### src/bilinear_rgba_downscaler_core_defines.svh
// Assertion macros for the bilinear RGBA downscaler
`ifndef BILINEAR_RGBA_DOWNSCALER_CORE_DEFINES_SVH
`define BILINEAR_RGBA_DOWNSCALER_CORE_DEFINES_SVH

// same-cycle implication
`define BRD_ASSERT_NOW(lbl, ante, cons, msg) \
  lbl: assert property (@(posedge clk) disable iff (!rst_n) (ante) |-> (cons)) else $error(msg);

// next-cycle implication
`define BRD_ASSERT_NXT(lbl, ante, cons, msg) \
  lbl: assert property (@(posedge clk) disable iff (!rst_n) (ante) |=> (cons)) else $error(msg);

`endif

### src/brd_pkg.sv
// Shared types and constants of the bilinear RGBA downscaler
`default_nettype none
package brd_pkg;

  localparam int SIZE_W   = 13;
  localparam int NUM_W    = 26;
  localparam int DEN_W    = 14;
  localparam int ROW_W    = 12;
  localparam int HEIGHT_LIMIT = 4096;
  localparam int MIX_CNT_W = 4;

  typedef enum logic [1:0] {
    REG_SRC_WIDTH  = 2'd0,
    REG_SRC_HEIGHT = 2'd1,
    REG_DST_WIDTH  = 2'd2,
    REG_DST_HEIGHT = 2'd3
  } reg_idx_t;

  typedef enum logic [2:0] {
    ST_IDLE,
    ST_MUL,
    ST_NUM,
    ST_DIV,
    ST_RD,
    ST_MIX,
    ST_OUT,
    ST_UPD
  } state_t;

  typedef struct packed {
    logic take;
    logic mul;
    logic start;
    logic rd;
    logic mix;
    logic out_load;
    logic upd;
  } cmd_t;

  typedef struct packed {
    logic div_done;
    logic emit;
    logic mix_done;
    logic out_free;
  } sts_t;

endpackage
`default_nettype wire

### src/brd_ctrl.sv
// Sequencing state machine of the downscaler
`default_nettype none
module brd_ctrl
  import brd_pkg::*;
(
  input  wire logic clk,
  input  wire logic rst_n,
  input  wire logic in_valid,
  input  wire sts_t sts,
  output logic      in_ready,
  output cmd_t      cmd
);

  state_t state_r, state_nxt;

  always_comb begin
    state_nxt = state_r;
    unique case (state_r)
      ST_IDLE: if (in_valid) state_nxt = ST_MUL;
      ST_MUL:  state_nxt = ST_NUM;
      ST_NUM:  state_nxt = ST_DIV;
      ST_DIV:  if (sts.div_done) state_nxt = sts.emit ? ST_RD : ST_UPD;
      ST_RD:   state_nxt = ST_MIX;
      ST_MIX:  if (sts.mix_done) state_nxt = ST_OUT;
      ST_OUT:  if (sts.out_free) state_nxt = ST_UPD;
      ST_UPD:  state_nxt = ST_IDLE;
      default: state_nxt = ST_IDLE;
    endcase
  end

  always_comb begin
    cmd          = '0;
    in_ready     = state_r == ST_IDLE;
    cmd.take     = (state_r == ST_IDLE) && in_valid;
    cmd.mul      = state_r == ST_MUL;
    cmd.start    = state_r == ST_NUM;
    cmd.rd       = state_r == ST_RD;
    cmd.mix      = state_r == ST_MIX;
    cmd.out_load = (state_r == ST_OUT) && sts.out_free;
    cmd.upd      = state_r == ST_UPD;
  end

  always_ff @(posedge clk) begin
    if (!rst_n) begin
      state_r <= ST_IDLE;
    end else begin
      state_r <= state_nxt;
    end
  end

endmodule
`default_nettype wire

### config.mk
export PLATFORM = sky130hd
export DESIGN_NAME = brd_ctrl
export DESIGN_NICKNAME = d
export VERILOG_FILES = /design/src/bilinear_rgba_downscaler_core_defines.svh /design/src/brd_pkg.sv /design/src/brd_ctrl.sv
export SDC_FILE = /design/constraint.sdc
export NUM_CORES = 1
export LEC_CHECK = 0
export BUFFER_PORTS_ARGS = -buffer_cell sky130_fd_sc_hd__buf_2
export CAP_MARGIN = 15
export CORE_AREA = 2 2 39 41
export CTS_CLUSTER_SIZE = 14
export DETAILED_ROUTE_END_ITERATION = 10
export DIE_AREA = 0 0 41 43
export MAX_ROUTING_LAYER = met4
export PLACE_DENSITY = 0.39
export REMOVE_ABC_BUFFERS = 1
export SLEW_MARGIN = 10
export SYNTH_ARGS = -nofsm -noshare
export SYNTH_HDL_FRONTEND = slang
export SYNTH_SLANG_ARGS = --single-unit
### constraint.sdc
create_clock -name clk -period 1.4 [get_ports clk]
set_input_delay 0.35 -clock clk [delete_from_list [all_inputs] [get_ports clk]]
set_output_delay 0.35 -clock clk [all_outputs]
set_load 0.01 [all_outputs]
==> metrics.md, run 1 <==
| Metric | Value |
|---|---|
| Status | finished, final reports clean |
| Vias in the first global route | 225 |
| Top Registers | state_r: 3 flops |
| Avg WL per Cell | 9.68 um |
| Clock sink total | 3 |
| First-pass GRT wire length | 883 um |
| Final Skew | between 0.0007 and 0.0008 ns |
| Dpl cell area | 299 um2 |
| Num ports | 15 |
| Endpoints failing hold | 0 |
| Gr usage total | 8.75% |
| H-tree depth | 1 |
| Crit Path Class | flop to output port |
| Hold_buf cts | 0 |
| Placement Rows | 14 |
| Post-Route M1 WL | 216 um |
| Final net count | 54 |
| Gp weighted congestion | 0.659 |
| # DRC | 0 |
| Total chip power | roughly 0.00037 W |
| CTS Buffer Depth | 2 |
| CP Buf/Inv Count | 1 |
| TritonRoute pass-1 iters | 2 |
| Avg Cell Area, Syn | 7.95 um2 |
| Vias per cell | 4.06 |
| Critical Path Slowest Stage Cell | dfxtp_2 |
| CP required | roughly 1.1 ns |
| GRT Residual Overflow | 0 |
| Max reg flops | 3 |
| Final Util | 26.2% |
| Cell chosen for the clock root | clkbuf_4 |
| Rel. slew slack | between 80% and 90% |
| Die Y | 43 um |
| Share of cells above drive strength 1 | between 50% and 60% |
| Worst Path Max Fanout | 7 |
| Fmax | between 700 and 800 MHz |
| Critical path startpoint category | flop |
| Worst Max-Slew Pin Slew | 0.205 ns |
| Port bufs | 14 |
| Static leakage | between 0.15 and 0.2 nW |
| Post-synthesis register bit count | 3 |
| HPWL after DPL | between 400 and 500 um |
| Antenna cell count | 0 |
| Clk_lat worst skew | 0.23 ns |
| Iteration-0 DRC Markers | 1 |
| DR WL met3 | 34 um |
| Via count | 252 |
| Routed wire length | 600 um |
| Critical-path cell list | nor3_4, and2_1, buf_2 |
| CP delay by family, top | flip-flops |
| Post-layout instance area | 363 um2 |
| Slew Limit Fails | 0 |
| FF-to-FF setup slack | approximately 0.27 ns |
| Initial Util | 16.1% |
| Sequential element share of the synthesized area | a little over a quarter |
| Reg clk slew, reported paths | 0.04 ns |
| Antenna violations before repair | 0 |
| P per Cell Area | 1020 nW/um2 |
| Hold slack | 0.367 ns |
| Netlist Area Pre-Place | 223 um2 |
| Maxcap violations | 0 |
| Setup violators final | 0 |
| Chip width | 41 um |
| Synth Instances | 28 |
| Reg with most FFs | state_r |
| Synthesis-to-layout area growth | 62.9% |
| RSZ-0062 raised after global routing | yes |
| Type of the most critical hold path | input pin to flop |
| Distinct cell type count after synthesis | 18 |
| Worst vdd ir | ~300 uV |
| Fin crit share | 98.9% |
| CP endpoint kind | output port |
| Metal2 WL | approximately 350 um |
| CP arrival | 1.03 ns |
| Largest net degree at the start of global routing | 13 |
| Crit-path max cell delay | 0.35 ns |
| Final ANT Viol Nets | 0 |
| Core box area | 1380 um2 |
| Synthesis Warnings | 0 |
| Die area | approximately 1800 um2 |
| Period minus WS final | 1.38 ns |
| CTS buffer count | 3 |
| Top layer in use | met3 |
| CTS tree | built |
==> cell families (layout without fill, tap and decap cells) <==
| logic type | Yosys count | in the layout | synth area share (%) |
|---|---|---|---|
| buffers and inverters | 3 | 21 | 9.55 |
| flip-flops | 3 | 3 | 27.0 |
| AND/OR/NAND/NOR | 15 | 15 | 42.1 |
| AO/OA/AOI/OAI | 7 | 7 | 21.3 |
==> per-stage QoR <==
stage | setup TNS, ns | instances | worst slack (ns)
after CTS | -0.00316 | 60 | -0.00316
after floorplan | 0 | 25 | 0.0464
after global routing | -0.194 | 62 | -0.0832
final | 0 | 62 | 0.0151
after detailed placement | 0 | 56 | 0.0978
after global placement | 0 | 56 | 0.109
==> where the power goes <==
group          total, W  leakage, nW  switching (W)  internal (W)
combinational  0.000103        0.138      0.0000447     0.0000582
clock          0.000151       0.0150      0.0000439      0.000107
sequential     0.000118       0.0264      0.0000223     0.0000958
total          0.000372        0.179       0.000111      0.000261
==> cell usage in the layout, fill, tap and decap left out, types with 2 or more instances in the layout <==
cell type | synthesis | routed
buf_2 | 2 | 14
a21oi_1 | 3 | 3
and3_1 | 2 | 2
buf_4 | 0 | 3
nor3b_1 | 3 | 3
nand2b_1 | 2 | 2
dfxtp_4 | 0 | 2
nand2_1 | 2 | 2
clkbuf_4 | 0 | 3
==> routing by layer <==
| metal | global-route usage [%] | up-vias |
|---|---|---|
| li1 | - | 134 |
| met2 | 11.9 | 4 |
| met1 | 7.42 | 114 |
| met3 | 4.71 | 0 |
| met5 | - | - |
| met4 | 10.0 | 0 |
==> timing repair <==
action	in CTS	in global routing
resized for setup	6	2
endpoints found under the setup margin	7	3
hold endpoints to repair	0	0
pin swaps	1	2
buffers inserted	0	2
==> cell usage after synthesis (all sizes together) <==
| cell type | number | area, um2 |
|---|---|---|
| nand2 | 2 | 7.51 |
| a21bo | 1 | 10.0 |
| nor3 | 1 | 5.00 |
| and3b | 1 | 8.76 |
| nand4b | 1 | 8.76 |
| and2 | 1 | 6.26 |
| buf | 3 | 21.3 |
| o311a | 1 | 10.0 |
| dfxtp | 3 | 60.1 |
| nand2b | 2 | 12.5 |
| nor2b | 1 | 6.26 |
| and3 | 2 | 12.5 |
| nor2 | 1 | 3.75 |
| o21ai | 1 | 5.00 |
| nor3b | 3 | 22.5 |
| a21boi | 1 | 7.51 |
| a21oi | 3 | 15.0 |
==> worst reg2reg max path: cells and delay by family, from the launching register on <==
family | cells | cell delay, ns
AO/OA/AOI/OAI | 3 | 0.51
buffers and inverters | 1 | 0.16
flip-flops | 1 | 0.35
==> final timing paths <==
kind | from | endpoint | cells after the start
max | state_r[1] | cmd[6] | 3
min | rst_n | state_r[0] | 2
max reg2reg | state_r[1] | state_r[0] | 4
min reg2reg | state_r[0] | state_r[2] | 2
==> cell type report <==
| type | count | area [um2] |
|---|---|---|
| Clock buffer | 4 | 26.3 |
| Timing Repair Buffer | 17 | 92.6 |
| Tap cell | 16 | 20.0 |
| Fill cell | 155 | 1020 |
| Sequential cell | 3 | 68.8 |
| Multi-Input combinational cell | 22 | 155 |
Note: power is estimated with default switching activity, not from simulation.
==> inputs of run 2 (changes only) <==
Settings changed: PLACE_DENSITY 0.39 to 0.4.
Clock period 1.4 ns to 1.25 ns, I/O delays scaled along.
==> metrics.md, run 2 (same netlist as run 1, synthesis figures left out) <==
| Metric | Value |
|---|---|
| Num ports | 15 |
| Status | complete, but fails checks |
| Chip width | approximately 41 um |
| Critical-path cell list | nor3_4, and2_1, buf_2 |
| Switching power | around 0.00015 W |
| CTS tree | built |
| Static leakage | 0.224 nW |
| # DRC | 0 |
| H-tree depth | 1 |
| Crit-path max cell delay | 0.37 ns |
| Avg WL per Cell | just over 10 um |
| Vias per cell | 4.32 |
| Rel. slew slack | 86.9% |
| TritonRoute pass-1 iters | 3 |
| P per Cell Area | 1030 nW/um2 |
| Cell chosen for the clock root | clkbuf_4 |
| Largest net degree at the start of global routing | 10 |
| Iteration-0 DRC Markers | 5 |
| Final net count | 60 |
| Vias in the first global route | 243 |
| Setup violators final | 8 |
| HP Start | rst_n |
| CTS Buffer Depth | 2 |
| Clock sink total | 3 |
| Port bufs | 14 |
| First-pass GRT wire length | around 1.0 mm |
| Maxcap violations | 0 |
| RSZ-0062 raised after global routing | yes |
| Gr usage total | 9.68% |
| Worst Path Max Fanout | 7 |
| Reg with most FFs | state_r |
| CP Buf/Inv Count | 1 |
| Clk network pwr share | 36.1% |
| Net Sw Frac | 30.1% |
| Critical path startpoint category | flop |
| Type of the most critical hold path | input pin to flop |
| Worst Max-Slew Pin Slew | between 0.15 and 0.2 ns |
| GRT Residual Overflow | 0 |
| FF-to-FF setup slack | 0.13 ns |
| Period minus WS final | 1.37 ns |
| Synthesis-to-layout area growth | 110% |
| CP endpoint kind | output port |
| Critical path origin | state_r[0] |
| Crit Path Class | flop to output port |
| Routed wire length | 695 um |
| Die Y | 43 um |
| Worst vdd ir | between 600 and 700 uV |
| CTS buffer count | 3 |
| Critical Path Slowest Stage Cell | dfxtp_4 |
| Commonest non-fill, non-tap cells in the layout | buf_2, buf_4 |
| Clk_lat worst skew | 0.23 ns |
| Failing checks | negative setup slack |
| Sequential Power Share | 27.6% |
| Final Util | 33.7% |
| Antenna cell count | 0 |
| Gate power share | 36.3% |
| Initial Util | 16.1% |
| Hold_buf cts | 0 |
| Dpl ws | 0.00897 ns |
| Fmax | 729 MHz |
| Commonest non-fill, non-tap cell in the layout | buf_2 |
| Via count | just under 300 |
| Share of cells above drive strength 1 | 69.2% |
| Core box area | 1380 um2 |
| Top Registers | state_r: 3 flops |
| Pint | 0.000336 W |
| Worst Slack Setup Final | -0.122 ns |
| Slew Limit Fails | 0 |
| Placement Rows | 14 |
| Final ANT Viol Nets | 0 |
| Total chip power | 0.000481 W |
| Non-filler instance count after layout | 68 |
| Gp weighted congestion | 0.617 |
| Fin crit share | 110% |
| Worst r2r src | state_r[0] |
| CP arrival | roughly 1.1 ns |
| CP delay by family, top | flip-flops |
| Reg clk slew, reported paths | 0.04 ns |
| CP required | 0.94 ns |
| Max reg flops | 3 |
| Die area | ~1800 um2 |
| Antenna violations before repair | 0 |
| Placed insts | 59 |
| Endpoints failing hold | 0 |
| Final Skew | 0.00113 ns |
==> run 2: final timing paths <==
path	endpoint	cells past startpoint
max	cmd[6]	3
min	state_r[0]	2
max reg2reg	state_r[0]	4
min reg2reg	state_r[1]	3
==> run 2: per-stage QoR <==
stage / setup TNS [ns] / area, um2 / hold slack, ns
final: -0.633 / 467 / 0.326
after global routing: -1.02 / 467 / 0.324
after CTS: -0.663 / 420 / 0.323
after detailed placement: 0 / 334 / 0.586
after global placement: 0 / 334 / 0.580
after floorplan: -0.0661 / 201 / 0.444
==> run 2: power groups by stage <==
stage | Combinational, W | Clock (W) | Sequential (W)
floorplan | 0.0000539 | 0 | 0.000125
detailed placement | 0.000126 | 0 | 0.000125
CTS | 0.000156 | 0.000179 | 0.000133
global route | 0.000190 | 0.000196 | 0.000135
finish | 0.000175 | 0.000174 | 0.000133
global placement | 0.000126 | 0 | 0.000126
==> run 2: final cells by class <==
cell class                 instances  area [um2]
clock buffer                       4        26.3
sequential                         3        68.8
tap                               16        20.0
fill                             149         917
multi-input combinational         22         185
timing repair buffer              23         166
==> run 2: layer usage <==
metal	global-route usage, %	share of wire, %	up-vias
li1	-	-	146
met1	10.6	44	131
met2	11.6	45	13
met3	6.28	7.9	4
met4	8.00	2.7	0
met5	-	0	-
==> run 2: what timing repair did <==
| action | 4_1_cts | 5_1_grt |
|---|---|---|
| buffers inserted | 3 | 2 |
| resized for setup | 11 | 6 |
| pin swaps | 4 | 1 |
| endpoints found under the setup margin | 8 | 8 |
==> run 2: worst reg2reg max path, cell delays in order, from the launching register on <==
cell,delay (ns)
dfxtp_4,0.40
buf_6,0.12
buf_4,0.09
a21oi_1,0.07
o311a_1,0.32
